$ cat src/rtl/wtsf_pkg.sv
// Package for the word tokenizer with stop word filter.
// Holds the store sizes, character codes and stop word letter codes.
// Used by the top level and by the port checker.
package wtsf_pkg;

	// Word store sizing.
	localparam int MAX_WORD    = 64;
	localparam int STORE_DEPTH = 64;
	localparam int ADDR_W      = $clog2(STORE_DEPTH);
	localparam int LEN_W       = $clog2(STORE_DEPTH + 1);
	localparam int LETTER_W    = 5;
	localparam int CHAR_W      = 7;

	// ASCII bounds of letters.
	localparam logic [7:0] CHAR_UP_A = 8'h41;
	localparam logic [7:0] CHAR_UP_Z = 8'h5A;
	localparam logic [7:0] CHAR_LO_A = 8'h61;
	localparam logic [7:0] CHAR_LO_Z = 8'h7A;

	// Output character bounds.
	localparam logic [CHAR_W-1:0] OUT_CHAR_A = 7'h61;
	localparam logic [CHAR_W-1:0] OUT_CHAR_Z = 7'h7A;

	// Letter codes used by the stop word test ('a' is zero).
	localparam logic [LETTER_W-1:0] LET_A = 5'd0;
	localparam logic [LETTER_W-1:0] LET_E = 5'd4;
	localparam logic [LETTER_W-1:0] LET_I = 5'd8;
	localparam logic [LETTER_W-1:0] LET_N = 5'd13;
	localparam logic [LETTER_W-1:0] LET_O = 5'd14;
	localparam logic [LETTER_W-1:0] LET_S = 5'd18;
	localparam logic [LETTER_W-1:0] LET_U = 5'd20;
	localparam logic [LETTER_W-1:0] LET_Y = 5'd24;

endpackage

$ cat src/rtl/wtsf_ram.sv
// Generic single-write, single-read synchronous RAM with registered read data.
// Depends on nothing else in the project.
module wtsf_ram #(
	parameter int WIDTH = 8,
	parameter int DEPTH = 64
) (
	input  logic                     clk,
	input  logic                     wr_en,
	input  logic [$clog2(DEPTH)-1:0] wr_addr,
	input  logic [WIDTH-1:0]         wr_data,
	input  logic                     rd_en,
	input  logic [$clog2(DEPTH)-1:0] rd_addr,
	output logic [WIDTH-1:0]         rd_data
);

	logic [WIDTH-1:0] mem_q [DEPTH];

	// Write port and registered read port.
	always_ff @(posedge clk) begin
		if (wr_en) begin
			mem_q[wr_addr] <= wr_data;
		end
		if (rd_en) begin
			rd_data <= mem_q[rd_addr];
		end
	end

endmodule

$ cat src/rtl/word_tokenizer_stopword_filter_unit.sv
// Top level of the word tokenizer with stop word filter.
// Depends on wtsf_pkg and on the generic RAM wtsf_ram.
//
// Usage:
// The input channel (in_valid, in_stall, in_char) takes one ASCII byte per
// item. The output channel (out_valid, out_stall, out_char, word_end) gives
// one lower-case letter per item, with word_end set on the last letter.
// A letter byte (either case) is folded to lower case and stored in the word
// memory; letters past 64 are dropped. It gives no result.
// Any other byte ends the word. If the word is non-empty and is not a stop
// word (a, e, y, o, u, si, no), its letters are read back from the memory.
// After the separator is accepted, state S_READ reads the first letter and
// state S_WAIT moves each letter into the output register while reading the
// next, one letter per cycle while out_stall is low. While a
// word is read out, in_stall is high. After the last letter is loaded the
// input is accepted again even while that letter waits in the output register.
// When out_stall is high the output register holds its item and the readout
// pauses. Reset empties the word and the output register; the memory itself
// needs no clearing since only entries of the current word are read.
module word_tokenizer_stopword_filter_unit
	import wtsf_pkg::*;
(
	input  logic              clk,
	input  logic              arst_n,
	input  logic              in_valid,
	output logic              in_stall,
	input  logic [7:0]        in_char,
	output logic              out_valid,
	input  logic              out_stall,
	output logic [CHAR_W-1:0] out_char,
	output logic              word_end
);

	typedef enum logic [1:0] {
		S_IDLE,
		S_READ,
		S_WAIT
	} state_t;

	state_t              state_q;
	logic [LEN_W-1:0]    len_q;
	logic [ADDR_W-1:0]   rd_q;
	logic [ADDR_W-1:0]   cnt_q;
	logic [LETTER_W-1:0] first_q;
	logic [LETTER_W-1:0] second_q;
	logic                out_valid_q;
	logic [CHAR_W-1:0]   out_char_q;
	logic                word_end_q;

	logic                in_acc;
	logic                is_upper;
	logic                is_lower;
	logic                is_letter;
	logic [LETTER_W-1:0] letter;
	logic                room;
	logic                stop_word;
	logic                load;
	logic                last;
	logic                wr_en;
	logic                rd_en;
	logic [LETTER_W-1:0] rd_data;

	// Classify the incoming byte and fold it to a letter code.
	always_comb begin
		is_upper = (in_char >= CHAR_UP_A) && (in_char <= CHAR_UP_Z);
		is_lower = (in_char >= CHAR_LO_A) && (in_char <= CHAR_LO_Z);
		is_letter = is_upper || is_lower;
		if (is_upper) begin
			letter = LETTER_W'(in_char - CHAR_UP_A);
		end else begin
			letter = LETTER_W'(in_char - CHAR_LO_A);
		end
	end

	// Stop word test on the first two letters, kept beside the memory.
	always_comb begin
		stop_word = 1'b0;
		if (len_q == LEN_W'(1)) begin
			stop_word = (first_q == LET_A) || (first_q == LET_E) || (first_q == LET_Y) ||
				(first_q == LET_O) || (first_q == LET_U);
		end else if (len_q == LEN_W'(2)) begin
			stop_word = ((first_q == LET_S) && (second_q == LET_I)) ||
				((first_q == LET_N) && (second_q == LET_O));
		end
	end

	// Handshake and memory control.
	assign in_stall = (state_q != S_IDLE);
	assign in_acc   = in_valid && !in_stall;
	assign room     = (len_q < LEN_W'(MAX_WORD)) && (len_q < LEN_W'(STORE_DEPTH));
	assign wr_en    = in_acc && is_letter && room;
	assign load     = (state_q == S_WAIT) && (!out_valid_q || !out_stall);
	assign last     = ((LEN_W'(cnt_q) + LEN_W'(1)) == len_q);
	assign rd_en    = (state_q == S_READ) || (load && !last);

	wtsf_ram #(
		.WIDTH(LETTER_W),
		.DEPTH(STORE_DEPTH)
	) u_word_ram (
		.clk    (clk),
		.wr_en  (wr_en),
		.wr_addr(len_q[ADDR_W-1:0]),
		.wr_data(letter),
		.rd_en  (rd_en),
		.rd_addr(rd_q),
		.rd_data(rd_data)
	);

	// First two letters of the word for the stop word test, and the output letter and word_end.
	always_ff @(posedge clk) begin
		if (wr_en && (len_q == LEN_W'(0))) begin
			first_q <= letter;
		end
		if (wr_en && (len_q == LEN_W'(1))) begin
			second_q <= letter;
		end
		if (load) begin
			out_char_q <= OUT_CHAR_A + CHAR_W'(rd_data);
			word_end_q <= last;
		end
	end

	// State machine, word length, read counters and output valid.
	always_ff @(posedge clk or negedge arst_n) begin
		if (!arst_n) begin
			state_q     <= S_IDLE;
			len_q       <= '0;
			rd_q        <= '0;
			cnt_q       <= '0;
			out_valid_q <= 1'b0;
		end else begin
			// A loaded letter fills the output register; an accepted one leaves it.
			if (load) begin
				out_valid_q <= 1'b1;
			end else if (!out_stall) begin
				out_valid_q <= 1'b0;
			end
			if (rd_en) begin
				rd_q <= rd_q + ADDR_W'(1);
			end
			unique case (state_q)
				S_IDLE: begin
					if (in_acc) begin
						if (is_letter) begin
							if (room) begin
								len_q <= len_q + LEN_W'(1);
							end
						end else if ((len_q != LEN_W'(0)) && !stop_word) begin
							state_q <= S_READ;
							rd_q    <= '0;
							cnt_q   <= '0;
						end else begin
							len_q <= '0;
						end
					end
				end
				S_READ: begin
					state_q <= S_WAIT;
				end
				S_WAIT: begin
					if (load) begin
						cnt_q <= cnt_q + ADDR_W'(1);
						if (last) begin
							state_q <= S_IDLE;
							len_q   <= '0;
						end
					end
				end
				default: begin
					state_q <= S_IDLE;
				end
			endcase
		end
	end

	assign out_valid = out_valid_q;
	assign out_char  = out_char_q;
	assign word_end  = word_end_q;

endmodule

$ cat config.mk
export PLATFORM = sky130hd
export DESIGN_NAME = word_tokenizer_stopword_filter_unit
export DESIGN_NICKNAME = d
export VERILOG_FILES = /design/src/rtl/wtsf_pkg.sv /design/src/rtl/wtsf_ram.sv /design/src/rtl/word_tokenizer_stopword_filter_unit.sv
export SDC_FILE = /design/constraint.sdc
export NUM_CORES = 1
export LEC_CHECK = 0
export BUFFER_PORTS_ARGS = -buffer_cell sky130_fd_sc_hd__buf_2
export CAP_MARGIN = 40
export CORE_UTILIZATION = 60
export CTS_BUF_LIST = sky130_fd_sc_hd__clkbuf_4 sky130_fd_sc_hd__clkbuf_8
export CTS_CLUSTER_SIZE = 40
export DETAILED_ROUTE_END_ITERATION = 6
export PLACE_DENSITY_LB_ADDON = 0.15
export SYNTH_ARGS = -nofsm -noshare
export SYNTH_HDL_FRONTEND = slang
export SYNTH_SLANG_ARGS = --single-unit
$ cat constraint.sdc
create_clock -name clk -period 2.97 [get_ports clk]
set_input_delay 0.297 -clock clk [delete_from_list [all_inputs] [get_ports clk]]
set_output_delay 0.297 -clock clk [all_outputs]
set_load 0.01 [all_outputs]
After elaboration in Yosys (flattened, before gate mapping) --
Memory sizes are Yosys's and may differ from the RTL's. A register that Yosys moved wholly into a read port is not among the register bits. Cells that the tools add are included.
Storage, ports and cells: flip-flop bits (word level) 40, RAM bits 320, input port bits 12, logic and storage cells 107, memories kept 1
Cells by class: $add $sub $neg 7, order comparisons 5, eq/ne operators 21, muxes and demuxes 30, reduce and logical (&&, ||, !) cells 34
Memories:
- u_word_ram.mem_q | words 64, bits a word 5, rd ports 1, clocked after Yosys merged registers in 1, write ports 1, RTL line wtsf_ram.sv:16 | logic [WIDTH-1:0] mem_q [DEPTH];
Operator list (number):
- 6-bit two-way mux | 9
- 7-bit two-way mux | 6
- 5-bit by 4-bit == test with 1-bit output (second input constant) | 4
- 8-bit by 7-bit >= comparator with 1-bit output (second input constant) | 2
- 8-bit by 7-bit <= comparator with 1-bit output (second input constant) | 2
- 5-bit == test (second input constant) | 3
- 7-bit one-hot mux with 2 select lines | 1
- 6-bit by 1-bit adder with 6-bit output (second input constant) | 2
- 1-bit logical AND | 12
- 6-bit one-hot mux with 2 select lines | 1
- 2-bit two-way mux | 5
- 2-bit != test (second input constant) | 5
- 5-bit AND reduction | 2
- 5-bit by 1-bit subtractor with 5-bit output (second input constant) | 2
- 1-bit logical OR | 8
- 6-bit by 1-bit adder with 7-bit output (second input constant) | 1
- 6-bit by 6-bit adder with 7-bit output (first input constant) | 1
- 7-bit by 1-bit adder with 7-bit output (second input constant) | 1
- 7-bit by 1-bit == test with 1-bit output (second input constant) | 1
- 7-bit by 2-bit == test with 1-bit output (second input constant) | 1
- 7-bit == test | 1
- 7-bit logical NOT | 1
- 7-bit < comparator (second input constant) | 1
- 7-bit nonzero test | 1
- 13 further kinds | 24

Logic depth before layout (Yosys ltp) --
depth after elaboration 12, mapped depth 9, depth with buffers taken out 8

Hierarchy --
A second synthesis with hierarchy kept.
Unflattened totals: cells, all modules 837, area total of the unflattened synthesis 15115.7 µm²
By module, submodules not included:
- wtsf_ram | instances 1, cells each 610, area an instance 12818.5 µm², seq. area each 9759.4 µm²
- word_tokenizer_stopword_filter_unit | instances 1, cells each 227, area an instance 2297.2 µm², seq. area each 1091.0 µm²

Worst setup path after synthesis --
No wires, ideal clock.
path type input to register, from input port in_char[0], to register first_q[4] (data pin), arrival 3.707 ns, data required time 2.390 ns, slack -1.317 ns, stages 4, path through inv_1 > ha_1 > or3b_1 > xnor2_1
On the way: cells in the longest elaborated chain, start to end 3
RTL lines:
- start, declared | RTL line word_tokenizer_stopword_filter_unit.sv:27 | input logic [7:0] in_char,
- 8-bit by 7-bit >= comparator with 1-bit output / 8-bit by 7-bit <= comparator with 1-bit output (equally long branches) | RTL line word_tokenizer_stopword_filter_unit.sv:65 | is_upper = (in_char >= CHAR_UP_A) && (in_char <= CHAR_UP_Z);
- 1-bit logical AND | RTL line word_tokenizer_stopword_filter_unit.sv:65
- 5-bit two-way mux (*) | RTL line word_tokenizer_stopword_filter_unit.sv:68 | if (is_upper) begin
- via letter[4] | RTL line word_tokenizer_stopword_filter_unit.sv:54 | logic [LETTER_W-1:0] letter;
- end signal, assigned | RTL line word_tokenizer_stopword_filter_unit.sv:112 | first_q <= letter;
- end, declared | RTL line word_tokenizer_stopword_filter_unit.sv:44 | logic [LETTER_W-1:0] first_q;
The timed path passes the listed nets; every way through them passes the cells marked *. A chain may end at the register's enable or synchronous reset.

==> summary.md <==
| Metric | Value |
|---|---|
| Outcome | complete, no violations |
| Achievable clock frequency | 360 MHz |
| Number of warnings printed during yosys synthesis | 0 |
| Buffer cell driving the clock tree root | sky130_fd_sc_hd__clkbuf_8 |
| Slowest CP cell | sky130_fd_sc_hd__dfrtp_4 |
| Busiest grt layer | met2 |
| Reg-to-reg startpoint | rd_q[0] |
| Critical path capture point | u_word_ram.rd_data[0] |
| Overflow left after global routing | 0 |
| H-tree level count | 2 |
| Top cells by area, synth | sky130_fd_sc_hd__edfxtp_1 69%, sky130_fd_sc_hd__mux4_2 15%, sky130_fd_sc_hd__dfrtp_1 3.7%, sky130_fd_sc_hd__nor2_1 1.9%, sky130_fd_sc_hd__ha_1 0.84% |
| Fill cell count | around 1500 |
| Worst-case register-to-register setup slack | a little under 0.2 ns |
| Total die area | approximately 25000 um^2 |
| Total power divided by cell area | around 870 nW/um^2 |
| Largest fanout of any net on the critical path | 32 |
| Std-Cell Core Area | about 24000 um^2 |
| IO Port Bufs | 21 |
| Origin of the worst setup path | rd_q[0] |
| Number of distinct library cells after synthesis | 51 |
| IO Pins | 22 |
| Count of flip-flops with a built-in enable after synthesis | around 340 |
| Width of the die | approximately 160 um |
| Chain of cells forming the critical path | buf_12 -> mux4_2 -> mux4_2 -> nor2b_1 -> a211oi_1 -> a21oi_1 |
| Fraction of final layout cells with drive strength greater than 1 | 0.296 |
| Antenna violations before repair | 1 |
| Worst min-delay path class | input pin to flip-flop |
| Multi-input combinational cell area | around 3900 um^2 |
| Gate Count Post-Synth | 777 |
| Layout Area Growth over Synthesis | 13.2% |
| Fraction of post-synthesis cell area in the top cell type by area | 0.692 |
| Capture instance of the worst register-to-register path | u_word_ram.rd_data[0] |
| Slack of the critical path | approximately 0.19 ns |
| Vias | around 8000 |
| Fin crit period | ~2.8 ns |
| Row count | 57 |
| Final antenna diode count | 0 |
| Max transition margin | 0.427 |
| Detailed-placement wirelength estimate | about 20000 um |
| Final worst hold slack | about 0.077 ns |
| Top FF cell, synth | sky130_fd_sc_hd__edfxtp_1 |
| Final Net Count | between 800 and 900 |
| Worst vdd ir | approximately 0.43 mV |
| Global-route wire length before repair | just under 50000 um |
| Number of cells on the worst reg-to-reg path | 6 |
| Maximum number of buffers from clock root to sink | 3 |
| Layout Utilization | 0.693 |
| Vias in the first global route | 8075 |
| M2 GR Usage | 0.407 |
| Number of nets produced by synthesis | 799 |
| Crit path capture type | flip-flop |
| Vias per Instance | approximately 6.3 |
| Avg Inst Size Synth | 19.2 um^2 |
| Cell occurring most often along the worst timing path | sky130_fd_sc_hd__mux4_2 |
| Fraction of the cycle the final worst path needs | 0.935 |
| Average detailed-routed wire length per instance | about 26 um |
| Async set-or-reset flop fraction in the synthesized netlist | 0.0603 |
| Crit-path max cell delay | 0.58 ns |
| Static Leak | roughly 5.6 nW |
| #FFs+latches synth | between 300 and 400 |
| DRC violations left | 0 |
| Iter 0 DRT Violations | 784 |
| GRT met3 Usage | 0.0578 |
| Total Wirelength | 31900 um |
| Starting Density | 0.612 |
| TritonCTS Buffers | between 50 and 60 |
| Number of sinks handled by clock tree synthesis | approximately 370 |
| Share of synthesized area occupied by flip-flops and latches | 0.729 |
| Worst setup path category | flip-flop to flip-flop |
| Total count of max-transition violations in the final report | 0 |
| Setup violations, final | 0 |
| Setup skew after layout | around 0.025 ns |
| Leading area contributor after synthesis | sky130_fd_sc_hd__edfxtp_1 |
| CTS clk-pin slew, worst paths | 0.07 ns |
| Post-place setup slack | -0.263 ns |
| Startpoint kind of the worst setup timing path | flip-flop |
| Data arrival time at the worst-slack endpoint | between 3 and 4 ns |
| Transition time at the pin with the least slew margin | around 0.86 ns |
| Number of failing hold endpoints at the final stage | 0 |
| Maximum capacitance violations | 0 |
| Worst EP required | 3.25 ns |
| Detailed-routing iteration count for the pre-antenna-repair pass | 5 |
| CTS tree | yes |
| Summed instance area of the synthesized netlist | roughly 15000 um^2 |
| Maximum number of pins on one net before global-route repair | between 60 and 70 |
| Seq. cell area | 10900 um^2 |
| GPL Wtd Cong | 0.849 |
| GRT Total Usage | 0.263 |
| Met1 track demand over resource in global routing | 0.376 |
| Antenna violation net count after detailed routing | 0 |
| Die outline height | between 150 and 200 um |
| Setup repair after global routing missed its margin | false |
| Worst-skew pair later-pin latency | between 0.5 and 0.6 ns |
==> cell type report <==
| type | count | share of cell area |
|---|---|---|
| multi-input combinational | 361 | 0.230 |
| clock inverter | 34 | 0.0141 |
| tap | 324 | 0.0240 |
| inverter | 16 | 0.00379 |
| clock buffer | 70 | 0.0527 |
| sequential | 365 | 0.644 |
| timing repair buffer | 69 | 0.0316 |
==> cells in the final DEF, fill, tap and decap left out, types with 4 or more instances in the layout <==
| cell | netlist | layout |
|---|---|---|
| sky130_fd_sc_hd__buf_12 | 0 | 5 |
| sky130_fd_sc_hd__xor2_1 | 6 | 4 |
| sky130_fd_sc_hd__clkbuf_4 | 0 | 12 |
| sky130_fd_sc_hd__clkbuf_8 | 0 | 58 |
| sky130_fd_sc_hd__clkinv_2 | 0 | 12 |
| sky130_fd_sc_hd__edfxtp_1 | 343 | 343 |
| sky130_fd_sc_hd__nor4_1 | 4 | 4 |
| sky130_fd_sc_hd__buf_2 | 11 | 21 |
| sky130_fd_sc_hd__o21ai_1 | 5 | 5 |
| sky130_fd_sc_hd__nor2b_1 | 6 | 5 |
| sky130_fd_sc_hd__nand3b_1 | 6 | 6 |
| sky130_fd_sc_hd__o21ai_0 | 10 | 10 |
| sky130_fd_sc_hd__xnor2_1 | 7 | 6 |
| sky130_fd_sc_hd__clkinv_1 | 0 | 15 |
| sky130_fd_sc_hd__buf_4 | 0 | 41 |
| sky130_fd_sc_hd__nor3_1 | 5 | 5 |
| sky130_fd_sc_hd__nand2_1 | 22 | 22 |
| sky130_fd_sc_hd__inv_1 | 16 | 15 |
| sky130_fd_sc_hd__nand3_1 | 24 | 24 |
| sky130_fd_sc_hd__dfrtp_1 | 22 | 20 |
| sky130_fd_sc_hd__mux2i_1 | 11 | 11 |
| sky130_fd_sc_hd__nor2_1 | 77 | 77 |
| sky130_fd_sc_hd__mux4_2 | 100 | 100 |
| sky130_fd_sc_hd__ha_1 | 10 | 9 |
| sky130_fd_sc_hd__a21oi_1 | 13 | 13 |
| sky130_fd_sc_hd__clkinvlp_4 | 0 | 4 |
| sky130_fd_sc_hd__and3_1 | 10 | 10 |
==> power by group <==
| part | switching (W) | internal [W] |
|---|---|---|
| clock network | 0.00191 | 0.00224 |
| registers | 0.000363 | 0.00597 |
| logic | 0.00216 | 0.00204 |
| total | 0.00444 | 0.0102 |
==> critical path: cells and delay by family, from the launching register on <==
family	cells	cell delay (ns)
flip-flops	1	0.58
AND/OR/NAND/NOR	1	0.16
AO/OA/AOI/OAI	2	0.33
multiplexers	2	1.07
buffers and inverters	1	0.29
==> layer usage <==
metal	part of all wire	wire length (um)
met5	0.00041	13
met3	0.083	2660
met1	0.41	13000
met2	0.48	15300
met4	0.028	910
==> how the worst min path moves through the flow <==
stage	start	endpoint	slack, ns	depth (start not counted)
2_1_floorplan	arst_n	cnt_q[0]	0.001	0
3_3_place_gp	arst_n	out_valid	0.28	1
3_5_place_dp	arst_n	cnt_q[2]	0.29	1
4_1_cts	in_char[0]	second_q[0]	0.05	2
5_1_grt	in_char[0]	second_q[0]	0.07	2
6_report	in_char[0]	second_q[0]	0.08	2
==> cells in the mapped netlist (7+ instances only) <==
cell type and number:
sky130_fd_sc_hd__and3_1 10, sky130_fd_sc_hd__nand2_1 22, sky130_fd_sc_hd__nand3_1 24, sky130_fd_sc_hd__nor2_1 77
sky130_fd_sc_hd__mux2i_1 11, sky130_fd_sc_hd__buf_2 11, sky130_fd_sc_hd__inv_1 16, sky130_fd_sc_hd__ha_1 10
sky130_fd_sc_hd__mux4_2 100, sky130_fd_sc_hd__edfxtp_1 343, sky130_fd_sc_hd__dfrtp_1 22, sky130_fd_sc_hd__xnor2_1 7
sky130_fd_sc_hd__o21ai_0 10, sky130_fd_sc_hd__clkbuf_1 17, sky130_fd_sc_hd__a21oi_1 13
==> what timing repair did <==
item                                    CTS  global route
hold buffers                              2             0
setup buffers                             0             0
hold endpoints to repair                 23             0
resized for setup                         0             1
endpoints found under the setup margin    0            35
==> stage by stage <==
| stage | total power [W] | instance area (um^2) | TNS [ns] | instances |
|---|---|---|---|---|
| after global placement | 0.0105 | 15700 | -1.27 | 1133 |
| after CTS | 0.0147 | 16900 | 0 | 1239 |
| after floorplan | 0.00931 | 14900 | -3.44 | 777 |
| after detailed placement | 0.0106 | 15700 | -15.16 | 1133 |
| final | 0.0147 | 16900 | 0 | 1239 |
| after global routing | 0.0153 | 16900 | 0 | 1239 |
==> cell families (layout without fill, tap and decap cells) <==
| kind of cell | count (synthesis) | in the layout | synth area share |
|---|---|---|---|
| flops | 365 | 365 | 0.729 |
| simple gates | 170 | 170 | 0.0545 |
| mux | 114 | 114 | 0.161 |
| compound gates | 54 | 54 | 0.0244 |
| buf+inv | 51 | 189 | 0.0153 |
| xor+xnor | 13 | 13 | 0.00765 |
| fa+ha+maj | 10 | 10 | 0.00840 |
==> flip-flops by register name, summed over array words and instances, names as in the netlist, 5 cells and up <==
| signal | flops |
|---|---|
| second_q | 5 |
| u_word_ram.mem_q | 320 |
| u_word_ram.rd_data | 5 |
| first_q | 5 |
| rd_q | 6 |
| len_q | 7 |
| out_char | 7 |
| cnt_q | 6 |
Power figures use the tool's default switching activity.
